**src/hw/rtl/assert_macros.svh**
```systemverilog
// Assertion macros for the RTL files.
`ifndef ASSERT_MACROS_SVH
`define ASSERT_MACROS_SVH

// Property checked on every rising edge outside reset.
`define ASSERT_CLK(label, clk, rst, prop, msg) \
  label: assert property (@(posedge clk) disable iff (rst) (prop)) else $error(msg);

// Overlapping implication checked on every rising edge outside reset.
`define ASSERT_IMPL(label, clk, rst, ante, cons, msg) \
  label: assert property (@(posedge clk) disable iff (rst) (ante) |-> (cons)) else $error(msg);

`endif

```
**src/hw/rtl/owbm_pkg.sv**
```systemverilog
// Package: types, codes and timing defaults of the 1-Wire bus master.
`timescale 1ns / 1ps
package owbm_pkg;

  localparam int TIMER_WIDTH = 10;
  localparam int REG_WIDTH   = 10;
  localparam int NUM_REGS    = 7;
  localparam int REG_IDX_W   = 3;

  localparam logic [1:0] CMD_RESET = 2'd0;
  localparam logic [1:0] CMD_WRITE = 2'd1;
  localparam logic [1:0] CMD_READ  = 2'd2;
  localparam logic [1:0] CMD_NONE  = 2'd3;

  localparam logic [REG_IDX_W-1:0] REG_RESET_LOW    = 3'd0;
  localparam logic [REG_IDX_W-1:0] REG_PRESENCE     = 3'd1;
  localparam logic [REG_IDX_W-1:0] REG_RESET_RECOV  = 3'd2;
  localparam logic [REG_IDX_W-1:0] REG_SLOT_START   = 3'd3;
  localparam logic [REG_IDX_W-1:0] REG_READ_SAMPLE  = 3'd4;
  localparam logic [REG_IDX_W-1:0] REG_SLOT_HOLD    = 3'd5;
  localparam logic [REG_IDX_W-1:0] REG_WRITE_RECOV  = 3'd6;

  localparam logic [REG_WIDTH-1:0] RST_RESET_LOW   = 10'd485;
  localparam logic [REG_WIDTH-1:0] RST_PRESENCE    = 10'd65;
  localparam logic [REG_WIDTH-1:0] RST_RESET_RECOV = 10'd500;
  localparam logic [REG_WIDTH-1:0] RST_SLOT_START  = 10'd2;
  localparam logic [REG_WIDTH-1:0] RST_READ_SAMPLE = 10'd4;
  localparam logic [REG_WIDTH-1:0] RST_SLOT_HOLD   = 10'd62;
  localparam logic [REG_WIDTH-1:0] RST_WRITE_RECOV = 10'd2;

  // One classified tick as held in the queue.
  typedef struct packed {
    logic       line;
    logic       start;
    logic [1:0] cmd;
    logic [7:0] wdata;
  } tick_t;

  // One tick's outcome.
  typedef struct packed {
    logic       drive;
    logic       busy;
    logic       done;
    logic [7:0] rdata;
    logic       present;
  } result_t;

endpackage

```
**src/hw/rtl/owbm_front.sv**
```systemverilog
// Front end: decodes incoming ticks and queues them for the sequencer.
`timescale 1ns / 1ps
module owbm_front (
  input  logic           clk,
  input  logic           rst,
  input  logic           in_valid,
  output logic           in_ready,
  input  logic           line_level,
  input  logic           cmd_valid,
  input  logic [1:0]     mode,
  input  logic [7:0]     write_data,
  output logic           q_valid,
  input  logic           q_pop,
  output owbm_pkg::tick_t q_item
);
  import owbm_pkg::*;

  tick_t      mem [2];
  logic       wr_ptr;
  logic       rd_ptr;
  logic [1:0] count;
  logic       push;
  logic       pop;
  tick_t      item;

  always_comb begin
    item.line  = line_level;
    item.start = cmd_valid && (mode != CMD_NONE);
    item.cmd   = mode;
    item.wdata = write_data;
  end

  assign in_ready = (count != 2'd2);
  assign q_valid  = (count != 2'd0);
  assign push     = in_valid && in_ready;
  assign pop      = q_pop && q_valid;
  assign q_item   = mem[rd_ptr];

  always_ff @(posedge clk) begin
    if (push) begin
      mem[wr_ptr] <= item;
    end
  end

  always_ff @(posedge clk) begin
    if (rst) begin
      wr_ptr <= 1'b0;
      rd_ptr <= 1'b0;
      count  <= 2'd0;
    end else begin
      if (push) begin
        wr_ptr <= ~wr_ptr;
      end
      if (pop) begin
        rd_ptr <= ~rd_ptr;
      end
      case ({push, pop})
        2'b10:   count <= count + 2'd1;
        2'b01:   count <= count - 2'd1;
        default: count <= count;
      endcase
    end
  end

endmodule

```
**src/hw/rtl/owbm_seq.sv**
```systemverilog
// Back end: slot sequencer, timing registers and result register.
`timescale 1ns / 1ps
module owbm_seq (
  input  logic                               clk,
  input  logic                               rst,
  input  logic                               cfg_we,
  input  logic [owbm_pkg::REG_IDX_W-1:0]     cfg_index,
  input  logic [owbm_pkg::REG_WIDTH-1:0]     cfg_data,
  input  logic                               q_valid,
  output logic                               q_pop,
  input  owbm_pkg::tick_t                    q_item,
  output logic                               out_valid,
  input  logic                               out_ready,
  output owbm_pkg::result_t                  out_res
);
  import owbm_pkg::*;

  localparam logic [2:0] PH_IDLE        = 3'd0;
  localparam logic [2:0] PH_RST_LOW     = 3'd1;
  localparam logic [2:0] PH_RST_WAIT    = 3'd2;
  localparam logic [2:0] PH_RST_RECOV   = 3'd3;
  localparam logic [2:0] PH_SLOT_START  = 3'd4;
  localparam logic [2:0] PH_READ_WAIT   = 3'd5;
  localparam logic [2:0] PH_SLOT_HOLD   = 3'd6;
  localparam logic [2:0] PH_WRITE_RECOV = 3'd7;

  logic [REG_WIDTH-1:0] tm_reset_low, tm_presence, tm_reset_recov, tm_slot_start;
  logic [REG_WIDTH-1:0] tm_read_sample, tm_slot_hold, tm_write_recov;

  logic [2:0]             phase, phase_next;
  logic [TIMER_WIDTH-1:0] tick_count, tick_next;
  logic [2:0]             bit_index, bit_next;
  logic [7:0]             shift_byte, shift_next;
  logic [1:0]             cur_cmd, cmd_next;
  logic                   presence, presence_next;
  logic [7:0]             last_read, last_read_next;

  logic                   start;
  logic [2:0]             ph;
  logic [TIMER_WIDTH-1:0] tick;
  logic [TIMER_WIDTH:0]   tick_sum;
  logic [REG_WIDTH-1:0]   len_reg;
  logic [TIMER_WIDTH-1:0] len_masked;
  logic [TIMER_WIDTH:0]   len;
  logic                   expire;
  logic                   last_bit;
  logic                   drive, busy, done;

  assign q_pop = q_valid && (!out_valid || out_ready);

  always_ff @(posedge clk) begin
    if (rst) begin
      tm_reset_low   <= RST_RESET_LOW;
      tm_presence    <= RST_PRESENCE;
      tm_reset_recov <= RST_RESET_RECOV;
      tm_slot_start  <= RST_SLOT_START;
      tm_read_sample <= RST_READ_SAMPLE;
      tm_slot_hold   <= RST_SLOT_HOLD;
      tm_write_recov <= RST_WRITE_RECOV;
    end else if (cfg_we) begin
      case (cfg_index)
        REG_RESET_LOW:   tm_reset_low   <= cfg_data;
        REG_PRESENCE:    tm_presence    <= cfg_data;
        REG_RESET_RECOV: tm_reset_recov <= cfg_data;
        REG_SLOT_START:  tm_slot_start  <= cfg_data;
        REG_READ_SAMPLE: tm_read_sample <= cfg_data;
        REG_SLOT_HOLD:   tm_slot_hold   <= cfg_data;
        REG_WRITE_RECOV: tm_write_recov <= cfg_data;
        default: ;
      endcase
    end
  end

  always_comb begin
    start    = (phase == PH_IDLE) && q_item.start;
    ph       = phase;
    cmd_next = cur_cmd;
    shift_next = shift_byte;
    bit_next = bit_index;
    tick     = tick_count;
    if (start) begin
      ph         = (q_item.cmd == CMD_RESET) ? PH_RST_LOW : PH_SLOT_START;
      cmd_next   = q_item.cmd;
      shift_next = (q_item.cmd == CMD_WRITE) ? q_item.wdata : 8'd0;
      bit_next   = 3'd0;
      tick       = '0;
    end

    case (ph)
      PH_RST_LOW:    len_reg = tm_reset_low;
      PH_RST_WAIT:   len_reg = tm_presence;
      PH_RST_RECOV:  len_reg = tm_reset_recov;
      PH_SLOT_START: len_reg = tm_slot_start;
      PH_READ_WAIT:  len_reg = tm_read_sample;
      PH_SLOT_HOLD:  len_reg = tm_slot_hold;
      default:       len_reg = tm_write_recov;
    endcase
    len_masked = TIMER_WIDTH'(len_reg);
    len        = (len_masked == '0) ? (TIMER_WIDTH+1)'(1) : {1'b0, len_masked};
    tick_sum   = {1'b0, tick} + (TIMER_WIDTH+1)'(1);
    expire     = (tick_sum >= len);
    last_bit   = (bit_next == 3'd7);

    busy  = (ph != PH_IDLE);
    drive = (ph == PH_RST_LOW) || (ph == PH_SLOT_START) ||
            ((ph == PH_SLOT_HOLD) && (cmd_next == CMD_WRITE) && !shift_next[0]);
    done  = 1'b0;

    phase_next     = ph;
    tick_next      = busy ? tick_sum[TIMER_WIDTH-1:0] : tick;
    presence_next  = presence;
    last_read_next = last_read;

    if (busy && expire) begin
      tick_next = '0;
      case (ph)
        PH_RST_LOW: phase_next = PH_RST_WAIT;
        PH_RST_WAIT: begin
          presence_next = !q_item.line;
          phase_next    = PH_RST_RECOV;
        end
        PH_RST_RECOV: begin
          phase_next = PH_IDLE;
          done       = 1'b1;
        end
        PH_SLOT_START: begin
          phase_next = (cmd_next == CMD_WRITE) ? PH_SLOT_HOLD : PH_READ_WAIT;
        end
        PH_READ_WAIT: begin
          shift_next = {q_item.line, shift_next[7:1]};
          phase_next = PH_SLOT_HOLD;
        end
        PH_SLOT_HOLD: begin
          if (cmd_next == CMD_WRITE) begin
            shift_next = {1'b0, shift_next[7:1]};
            phase_next = PH_WRITE_RECOV;
          end else if (last_bit) begin
            if (cmd_next == CMD_READ) begin
              last_read_next = shift_next;
            end
            bit_next   = 3'd0;
            phase_next = PH_IDLE;
            done       = 1'b1;
          end else begin
            bit_next   = bit_next + 3'd1;
            phase_next = PH_SLOT_START;
          end
        end
        default: begin
          if (last_bit) begin
            if (cmd_next == CMD_READ) begin
              last_read_next = shift_next;
            end
            bit_next   = 3'd0;
            phase_next = PH_IDLE;
            done       = 1'b1;
          end else begin
            bit_next   = bit_next + 3'd1;
            phase_next = PH_SLOT_START;
          end
        end
      endcase
    end
  end

  always_ff @(posedge clk) begin
    if (rst) begin
      phase      <= PH_IDLE;
      tick_count <= '0;
      bit_index  <= 3'd0;
      shift_byte <= 8'd0;
      cur_cmd    <= CMD_RESET;
      presence   <= 1'b0;
      last_read  <= 8'd0;
      out_valid  <= 1'b0;
    end else begin
      if (q_pop) begin
        phase      <= phase_next;
        tick_count <= tick_next;
        bit_index  <= bit_next;
        shift_byte <= shift_next;
        cur_cmd    <= cmd_next;
        presence   <= presence_next;
        last_read  <= last_read_next;
        out_valid  <= 1'b1;
      end else if (out_ready) begin
        out_valid  <= 1'b0;
      end
    end
  end

  always_ff @(posedge clk) begin
    if (q_pop) begin
      out_res.drive   <= drive;
      out_res.busy    <= busy;
      out_res.done    <= done;
      out_res.rdata   <= last_read_next;
      out_res.present <= presence_next;
    end
  end

endmodule

```
**src/hw/rtl/onewire_bus_master_unit.sv**
```systemverilog
// Top level: 1-Wire bus master, one transfer in and one transfer out per bus tick.
// Each input transfer is one microsecond tick of bus time and yields exactly one
// output transfer that carries the line drive, busy and done flags, the last byte
// read and the presence flag. One transfer per cycle is sustained while the output
// is not stalled; each tick passes through the two-entry input queue and then the
// output register. The input side keeps taking transfers while the output is stalled
// until the queue holds two ticks. Timing registers take effect on the next tick
// after a write.
`timescale 1ns / 1ps
`include "assert_macros.svh"
module onewire_bus_master_unit (
  input  logic                               clk,
  input  logic                               rst,
  input  logic                               s_tvalid,
  output logic                               s_tready,
  // line_level[0], cmd_valid[1], mode[3:2], write_data[11:4], zero[15:12]
  input  logic [15:0]                        s_tdata,
  output logic                               m_tvalid,
  input  logic                               m_tready,
  // drive_low[0], busy_res[1], done_res[2], read_data[10:3], device_present[11],
  // zero[15:12]
  output logic [15:0]                        m_tdata,
  input  logic                               cfg_we,
  input  logic [owbm_pkg::REG_IDX_W-1:0]     cfg_index,
  input  logic [owbm_pkg::REG_WIDTH-1:0]     cfg_data
);
  import owbm_pkg::*;

  logic    q_valid;
  logic    q_pop;
  tick_t   q_item;
  result_t res;

  owbm_front u_front (
    .clk        (clk),
    .rst        (rst),
    .in_valid   (s_tvalid),
    .in_ready   (s_tready),
    .line_level (s_tdata[0]),
    .cmd_valid  (s_tdata[1]),
    .mode       (s_tdata[3:2]),
    .write_data (s_tdata[11:4]),
    .q_valid    (q_valid),
    .q_pop      (q_pop),
    .q_item     (q_item)
  );

  owbm_seq u_seq (
    .clk       (clk),
    .rst       (rst),
    .cfg_we    (cfg_we),
    .cfg_index (cfg_index),
    .cfg_data  (cfg_data),
    .q_valid   (q_valid),
    .q_pop     (q_pop),
    .q_item    (q_item),
    .out_valid (m_tvalid),
    .out_ready (m_tready),
    .out_res   (res)
  );

  assign m_tdata = {4'b0000, res.present, res.rdata, res.done, res.busy, res.drive};

  `ASSERT_IMPL(a_done_busy, clk, rst, m_tvalid && m_tdata[2], m_tdata[1], "done without busy")
  `ASSERT_IMPL(a_drive_busy, clk, rst, m_tvalid && m_tdata[0], m_tdata[1], "drive while idle")
  `ASSERT_IMPL(a_full_stall, clk, rst, !s_tready, $past(m_tvalid && !m_tready), "queue full without output stall")
  `ASSERT_CLK(a_pop_room, clk, rst, !q_pop || q_valid, "pop from empty queue")

endmodule

```
**config.mk**
```make
export PLATFORM = sky130hd
export DESIGN_NAME = onewire_bus_master_unit
export DESIGN_NICKNAME = d
export VERILOG_FILES = /design/src/hw/rtl/owbm_pkg.sv /design/src/hw/rtl/owbm_front.sv /design/src/hw/rtl/owbm_seq.sv /design/src/hw/rtl/onewire_bus_master_unit.sv
export VERILOG_INCLUDE_DIRS = /design/src /design/src/hw/rtl
export SDC_FILE = /design/constraint.sdc
export NUM_CORES = 1
export LEC_CHECK = 0
export BUFFER_PORTS_ARGS = -buffer_cell sky130_fd_sc_hd__buf_2
export CAP_MARGIN = 20
export CORE_UTILIZATION = 52
export DETAILED_ROUTE_END_ITERATION = 8
export GPL_ROUTABILITY_DRIVEN = 1
export PLACE_DENSITY = 0.82
export SETUP_SLACK_MARGIN = 0.4
export SYNTH_ARGS = -nofsm -noshare
export SYNTH_HDL_FRONTEND = slang
export SYNTH_SLANG_ARGS = --single-unit
export TNS_END_PERCENT = 5
```
**constraint.sdc**
```tcl
create_clock -name clk -period 4.2 [get_ports clk]
set_input_delay 0.42 -clock clk [delete_from_list [all_inputs] [get_ports clk]]
set_output_delay 0.42 -clock clk [all_outputs]
set_load 0.01 [all_outputs]
```
# After elaboration in Yosys (flattened, before gate mapping)
# Memory sizes are Yosys's and may differ from the RTL's. A register that Yosys moved wholly into a read port is not among the register bits.
# Index checks and enable logic that the tools add are counted.
# Widths: inputs -> output; s select.
[totals] regBits=122 ram_bits=24 in_bits=34 out_inout_bits=18 word_cells=122 memories=1
[op_classes] addsub=4 order_cmp=1 eq_ne=20 mux=40 n_bitwise=2 n_reduce_logical=31
[memory_table] name="u_front.mem" depth=2 width=12 read_ports=1 rd_ports_with_merged_regs=1 write_ports=1 line_no="owbm_front.sv:18" text="tick_t mem [2];"
[ops] op="$mux 8" count=8
[ops] op="$pmux 10 s6" count=1
[ops] op="$mux 10" count=4
[ops] op="$pmux 8 s2" count=2
[ops] op="$mux 3" count=9
[ops] op="$eq 3x3->1 const B" count=7
[ops] op="$pmux 3 s6" count=1
[ops] op="$reduce_and 2->1" count=7
[ops] op="$eq 3x2->1 const B" count=4
[ops] op="$add 10x1->11 const B" count=1
[ops] op="$ge 11x11->1" count=1
[ops] op="$logic_not 10->1" count=1
[ops] op="$mux 1" count=10
[ops] op="$logic_and 1x1->1" count=8
[ops] op="$eq 2x1->1 const B" count=3
[ops] op="$eq 3x1->1 const B" count=2
[ops] op="$logic_not 3->1" count=2
[ops] op="$pmux 3 s2" count=1
[ops] op="$reduce_bool 2->1" count=3
[ops] op="$reduce_or 5->1" count=1
[ops] op="$eq 2x2->1 const B" count=2
[ops] op="$mux 2" count=2
[ops] op="$ne 2x2->1 const B" count=2
[ops] op="$pmux 2 s2" count=1
[ops] op="other kinds (10)" count=15

# Longest topological paths before layout
[logic_depth] word_depth=10 ltp_mapped=20 depth_no_buf=16

# Hierarchy
# Synthesis repeated with hierarchy kept, for this count alone.
[unflattened] cells_unflattened=788 hier_area_um2=7036.7
[modules_own_cells] mod="owbm_seq" instances=1 cells_each=721 area_per_inst_um2=5911.9 seq_area_each_um2=2482.4
[modules_own_cells] mod="owbm_front" instances=1 cells_each=62 area_per_inst_um2=1091.0 seq_area_each_um2=820.8
[modules_own_cells] mod="onewire_bus_master_unit" instances=1 cells_each=5 area_per_inst_um2=33.8 seq_area_each_um2=0.0

# Worst setup path before layout
# Ideal clock, no wire load.
[synth_timing] kind="reg-to-reg" from="reg u_seq.phase[0]" to="reg u_seq.out_res[0] (netlist name), data pin" setup_time_ns=0.260 arrival_ns=3.870 t_required_ns=3.940 slack_ns=0.070 path_stages_with_launch=17 path_buffers=2 period_less_slack_ns=4.130 cell_sequence="dfxtp_1 > buf_6 > or3_4 > a2111oi_4 > nor2_2 > a222oi_1 > nand3_1 > o31ai_2 > ha_1 > nand2b_1 > a31oi_1 > or3_1 > a31oi_1 > nor2_1 > buf_2 > nor3_1 > mux2_2"
[synth_between] elab_chain_len=10 elab_cells_between_ends=19 cone_classes="add/sub (1); order compare (1); eq/ne (6); mux (6); reduce/logical (5)"
[synth_rtl] element="start: declaration" line_no="owbm_seq.sv:30" text="logic [2:0] phase, phase_next;"
[synth_rtl] element="start signal: assignment" line_no="owbm_seq.sv:178" text="phase <= phase_next;"
[synth_rtl] element="$logic_not 3->1" line_no="owbm_seq.sv:75" text="start = (phase == PH_IDLE) && q_item.start;"
[synth_rtl] element="$logic_and 1x1->1" line_no="owbm_seq.sv:75"
[synth_rtl] element="$mux 3" line_no="owbm_seq.sv:81" text="if (start) begin"
[synth_rtl] element="$eq 3x3->1 (tied with other cells)" line_no="owbm_seq.sv:89" text="case (ph)"
[synth_rtl] element="$pmux 10 s6" line_no="owbm_seq.sv:89"
[synth_rtl] element="$logic_not 10->1" line_no="owbm_seq.sv:99" text="len = (len_masked == '0) ? (TIMER_WIDTH+1)'(1) : {1'b0, len_masked};"
[synth_rtl] element="$mux 10" line_no="owbm_seq.sv:99"
[synth_rtl] element="$ge 11x11->1" line_no="owbm_seq.sv:101" text="expire = (tick_sum >= len);"
[synth_rtl] element="$logic_and 1x1->1" line_no="owbm_seq.sv:114" text="if (busy && expire) begin"
[synth_rtl] element="$mux 1 *" line_no="owbm_seq.sv:114"
[synth_rtl] element="net u_seq.presence_next" line_no="owbm_seq.sv:35" text="logic presence, presence_next;"
[synth_rtl] element="end: declaration" line_no="owbm_seq.sv:14" text="output owbm_pkg::result_t out_res"
# The timed path passes the listed nets; every way through them passes the cells marked *.
# A chain may end at the register's enable or synchronous reset.

# Final worst setup path
[layout_timing] from="reg u_seq.phase[1]" to="reg u_seq.out_res[3] (netlist name), data pin"
[layout_between] elab_chain_len=10 elab_cells_between_ends=29 cone_classes="add/sub (1); order compare (1); eq/ne (9); mux (12); reduce/logical (6)"
[layout_rtl] element="$logic_not 3->1" line_no="owbm_seq.sv:75"
[layout_rtl] element="$logic_and 1x1->1" line_no="owbm_seq.sv:75"
[layout_rtl] element="$mux 3" line_no="owbm_seq.sv:81"
[layout_rtl] element="$eq 3x3->1 (tied with other cells)" line_no="owbm_seq.sv:89, owbm_seq.sv:116"
[layout_rtl] element="$pmux 10 s6" line_no="owbm_seq.sv:89"
[layout_rtl] element="$logic_not 10->1" line_no="owbm_seq.sv:99"
[layout_rtl] element="$mux 10" line_no="owbm_seq.sv:99"
[layout_rtl] element="$ge 11x11->1" line_no="owbm_seq.sv:101"
[layout_rtl] element="$logic_and 1x1->1" line_no="owbm_seq.sv:114"
[layout_rtl] element="$mux 8 *" line_no="owbm_seq.sv:114"
[layout_rtl] element="net u_seq.last_read_next[2]" line_no="owbm_seq.sv:36" text="logic [7:0] last_read, last_read_next;"
# Marked as above.

==> flow_summary.toml <==
[run_status]
status = "finished clean"

[placed_design]
dp_hpwl_um = 11300
place.gp.congestion = 0.853
numPortBuffers = 43
pre_cts_ws_ns = 0.0548
place_inst = 974

[cts]
cts_hold_buf = 0
cts_max_level = 4
insertion_delay_ns = 0.44
cts.path.max_buffers = 2
clk_pin_slew_ns = 0.06
cts_sinks = 147
tritoncts = "built"
root_buffer = "clkbuf_16"
cts_inserted_buffers = 17

[grt]
grt_pass1_wl_um = 28900
antenna_found_initial = 0
grt_max_degree = 113
overflow = 0
first_global_vias = 5844
grtUsageTotal_pct = 26.6

[synthesis]
synth_cells = 767
synth_commonest_cells = "nand2_1, dfxtp_1, a21oi_1"
synth_top_cell_area_share_pct = 31.9
synthArstFlopShare_pct = 0
syn_area_um2 = 6960
synth.most_common_cell = "nand2_1"
synth.largest_area_cell = "dfxtp_1"
ys_seq_elements = 147
synth.area.top_cells = "dfxtp_1, edfxtp_1, nand2_1"
yosys_warnings = 0
ys_seq_area_share_pct = 47.4
synth_cell_type_count = 63
synth_edf_count = 36
yosys_most_used_dff = "dfxtp_1"
avgSynthCellArea_um2 = 9.08

[cells_and_area]
drive_above_1_share_pct = 18.8
nFillCells = 1000
syn_to_final_growth_pct = 20.6
diodes = 0
final_cells = 1022
nets = 885

[power_and_ir_drop]
power_uw = 4940
power_density_nw_per_um2 = 588
p_leak_uw = 0.00315
peakVddDrop_mv = 0.335

[sta]
fmax_ghz = 0.248
setup_violations = 0
worstMarginPinSlew_ns = 1.12
min_period_over_period_pct = 95.8
rsz0062_at_grt = "true"
slew_headroom_pct = 25.5
hold_violations = 0
slew_violations = 0
finClkSkew_ns = 0.0186
min_period_ns = 4.03
setup_tns_ns = 0
layout_setup_ws_ns = 0.175

[floorplan]
num_rows = 41
start_util_pct = 54.3
core_um2 = 12800
io_pins = 52
dieArea_um2 = 13900
fp.dieW_um = 118
die_height_um = 118

[route]
wl_um = 18000
drtIter0Drc = 645
num_vias = 6129
via_per_inst = 6.00
firstDrtPassIters = 6
drtAntennaViolNets = 0
wl_per_cell_um = 17.6
drc_errors = 0

[setup_path]
crit_path_cell_trace = "or3_4, a2111oi_4, nor2_4, a222oi_1, buf_4, nand3_2, o31ai_2, ha_1, nand2b_1, a31oi_1, or3_4, a31oi_4, buf_6, o21ai_4, buf_12, mux2_2"
critPathMaxFanout = 8
worst_path_max_delay_cell = "a2111oi_4"
end_kind = "flop"
required_ns = 4.38
crit_type = "flop to flop"
worst_setup_path_start_kind = "flop"
critical_path_arrival_ns = 4.20
cp_common_cell = "or3_4"
max_stage_delay_ns = 0.42

[worst_hold_path]
hp-class = "input pin to flop"

[flow_run]
drv_cap = 0
[logic make-up after synthesis]
logic type | synth area share (%)
simple gates | 20.9
compound gates | 16.3
flops | 47.4
mux | 8.45
buf+inv | 3.00
fa+ha+maj | 2.52
xor+xnor | 1.38
other cells | 0.0539
[flip-flops by register name, indices dropped and copies added, names as in the netlist, 2 cells and up, named ones only]
name / cells
u_front.count: 2
u_front.mem: 24
u_seq.bit_index: 3
u_seq.cur_cmd: 2
u_seq.last_read: 8
u_seq.out_res: 12
u_seq.phase: 3
u_seq.shift_byte: 8
u_seq.tick_count: 10
u_seq.tm_presence: 10
u_seq.tm_read_sample: 10
u_seq.tm_reset_low: 10
u_seq.tm_reset_recov: 10
u_seq.tm_slot_hold: 10
u_seq.tm_slot_start: 10
u_seq.tm_write_recov: 10
[cells in the final DEF (no fill, tap or decap), types with 5 or more instances in the layout]
| cell | n |
|---|---|
| ha_1 | 14 |
| xor2_1 | 7 |
| mux2_2 | 13 |
| buf_4 | 39 |
| nor2b_1 | 18 |
| clkbuf_16 | 17 |
| a221oi_1 | 6 |
| and3_1 | 5 |
| clkbuf_1 | 5 |
| nand3b_1 | 18 |
| mux2i_1 | 43 |
| buf_12 | 5 |
| buf_2 | 42 |
| nor2_1 | 53 |
| nor3_1 | 8 |
| a21oi_1 | 69 |
| nand2b_1 | 9 |
| dfxtp_1 | 108 |
| a211o_1 | 12 |
| nand2_1 | 153 |
| and2_1 | 6 |
| nand3_1 | 21 |
| inv_1 | 6 |
| edfxtp_1 | 36 |
| o211ai_1 | 5 |
| o21ai_0 | 29 |
[stage by stage]
stage,cell area [um2],hold WS (ns),util (%)
2_1_floorplan,7030,0.433,-
3_5_place_dp,7540,0.447,58.8
3_3_place_gp,7540,0.440,58.8
4_1_cts,8360,0.163,65.2
6_report,8390,0.175,65.4
5_1_grt,8390,0.164,65.4
[worst max-delay path: cells and delay by family (launching register included)]
kind,cells,cell delay (ns)
and+or+nand+nor,5,0.88
DFF,1,0.34
buffers and inverters,3,0.49
AOI/OAI and AO/OA,6,1.46
muxes,1,0.34
adders and majority gates,1,0.27
[report_power, final]
part / internal [uW] / switching, uW / leakage, uW / total (uW)
logic: 648 / 985 / 0.00161 / 1630
clock network: 1010 / 587 / 0.000295 / 1600
registers: 1630 / 81.6 / 0.00124 / 1710
[cell type report]
| class | count | area [um2] | area share (%) |
|---|---|---|---|
| flip-flops and latches | 147 | 3310 | 39.5 |
| repair buffers | 88 | 626 | 7.45 |
| multi-input cells | 575 | 3590 | 42.8 |
| clock buffers | 23 | 458 | 5.46 |
| inverters | 8 | 35.0 | 0.417 |
| well taps | 172 | 215 | 2.56 |
| clock inverters | 9 | 155 | 1.85 |
[routing by layer]
layer	vias to the layer above	GRT usage, %	routed length (um)
met1	2883	33.9	7650
met5	-	0	0
met4	0	13.9	549
li1	2885	-	-
met3	53	6.10	1390
met2	308	42.0	8400
[worst paths after layout]
check / from / to / slack, ns / depth (start not counted)
worst max register to register: u_seq.phase[1]$_SDFFE_PP0P_ / u_seq.out_res[3]$_DFFE_PP_ / 0.17 / 16
worst min-delay path: s_tdata[10] / u_front.mem[0][6]$_DFFE_PP_ / 0.18 / 1
worst max-delay path: u_seq.phase[1]$_SDFFE_PP0P_ / u_seq.out_res[3]$_DFFE_PP_ / 0.17 / 16
worst min register to register: u_seq.tm_read_sample[0]$_SDFFE_PP0P_ / u_seq.tm_read_sample[0]$_SDFFE_PP0P_ / 0.45 / 2
[timing repair]
| item | in CTS | in global routing |
|---|---|---|
| setup endpoints to repair | 43 | 43 |
| setup buffers | 13 | 2 |
| pin swaps | 8 | 2 |
| resized for setup | 25 | 2 |
No activity file was read; power rests on OpenSTA's default activity.
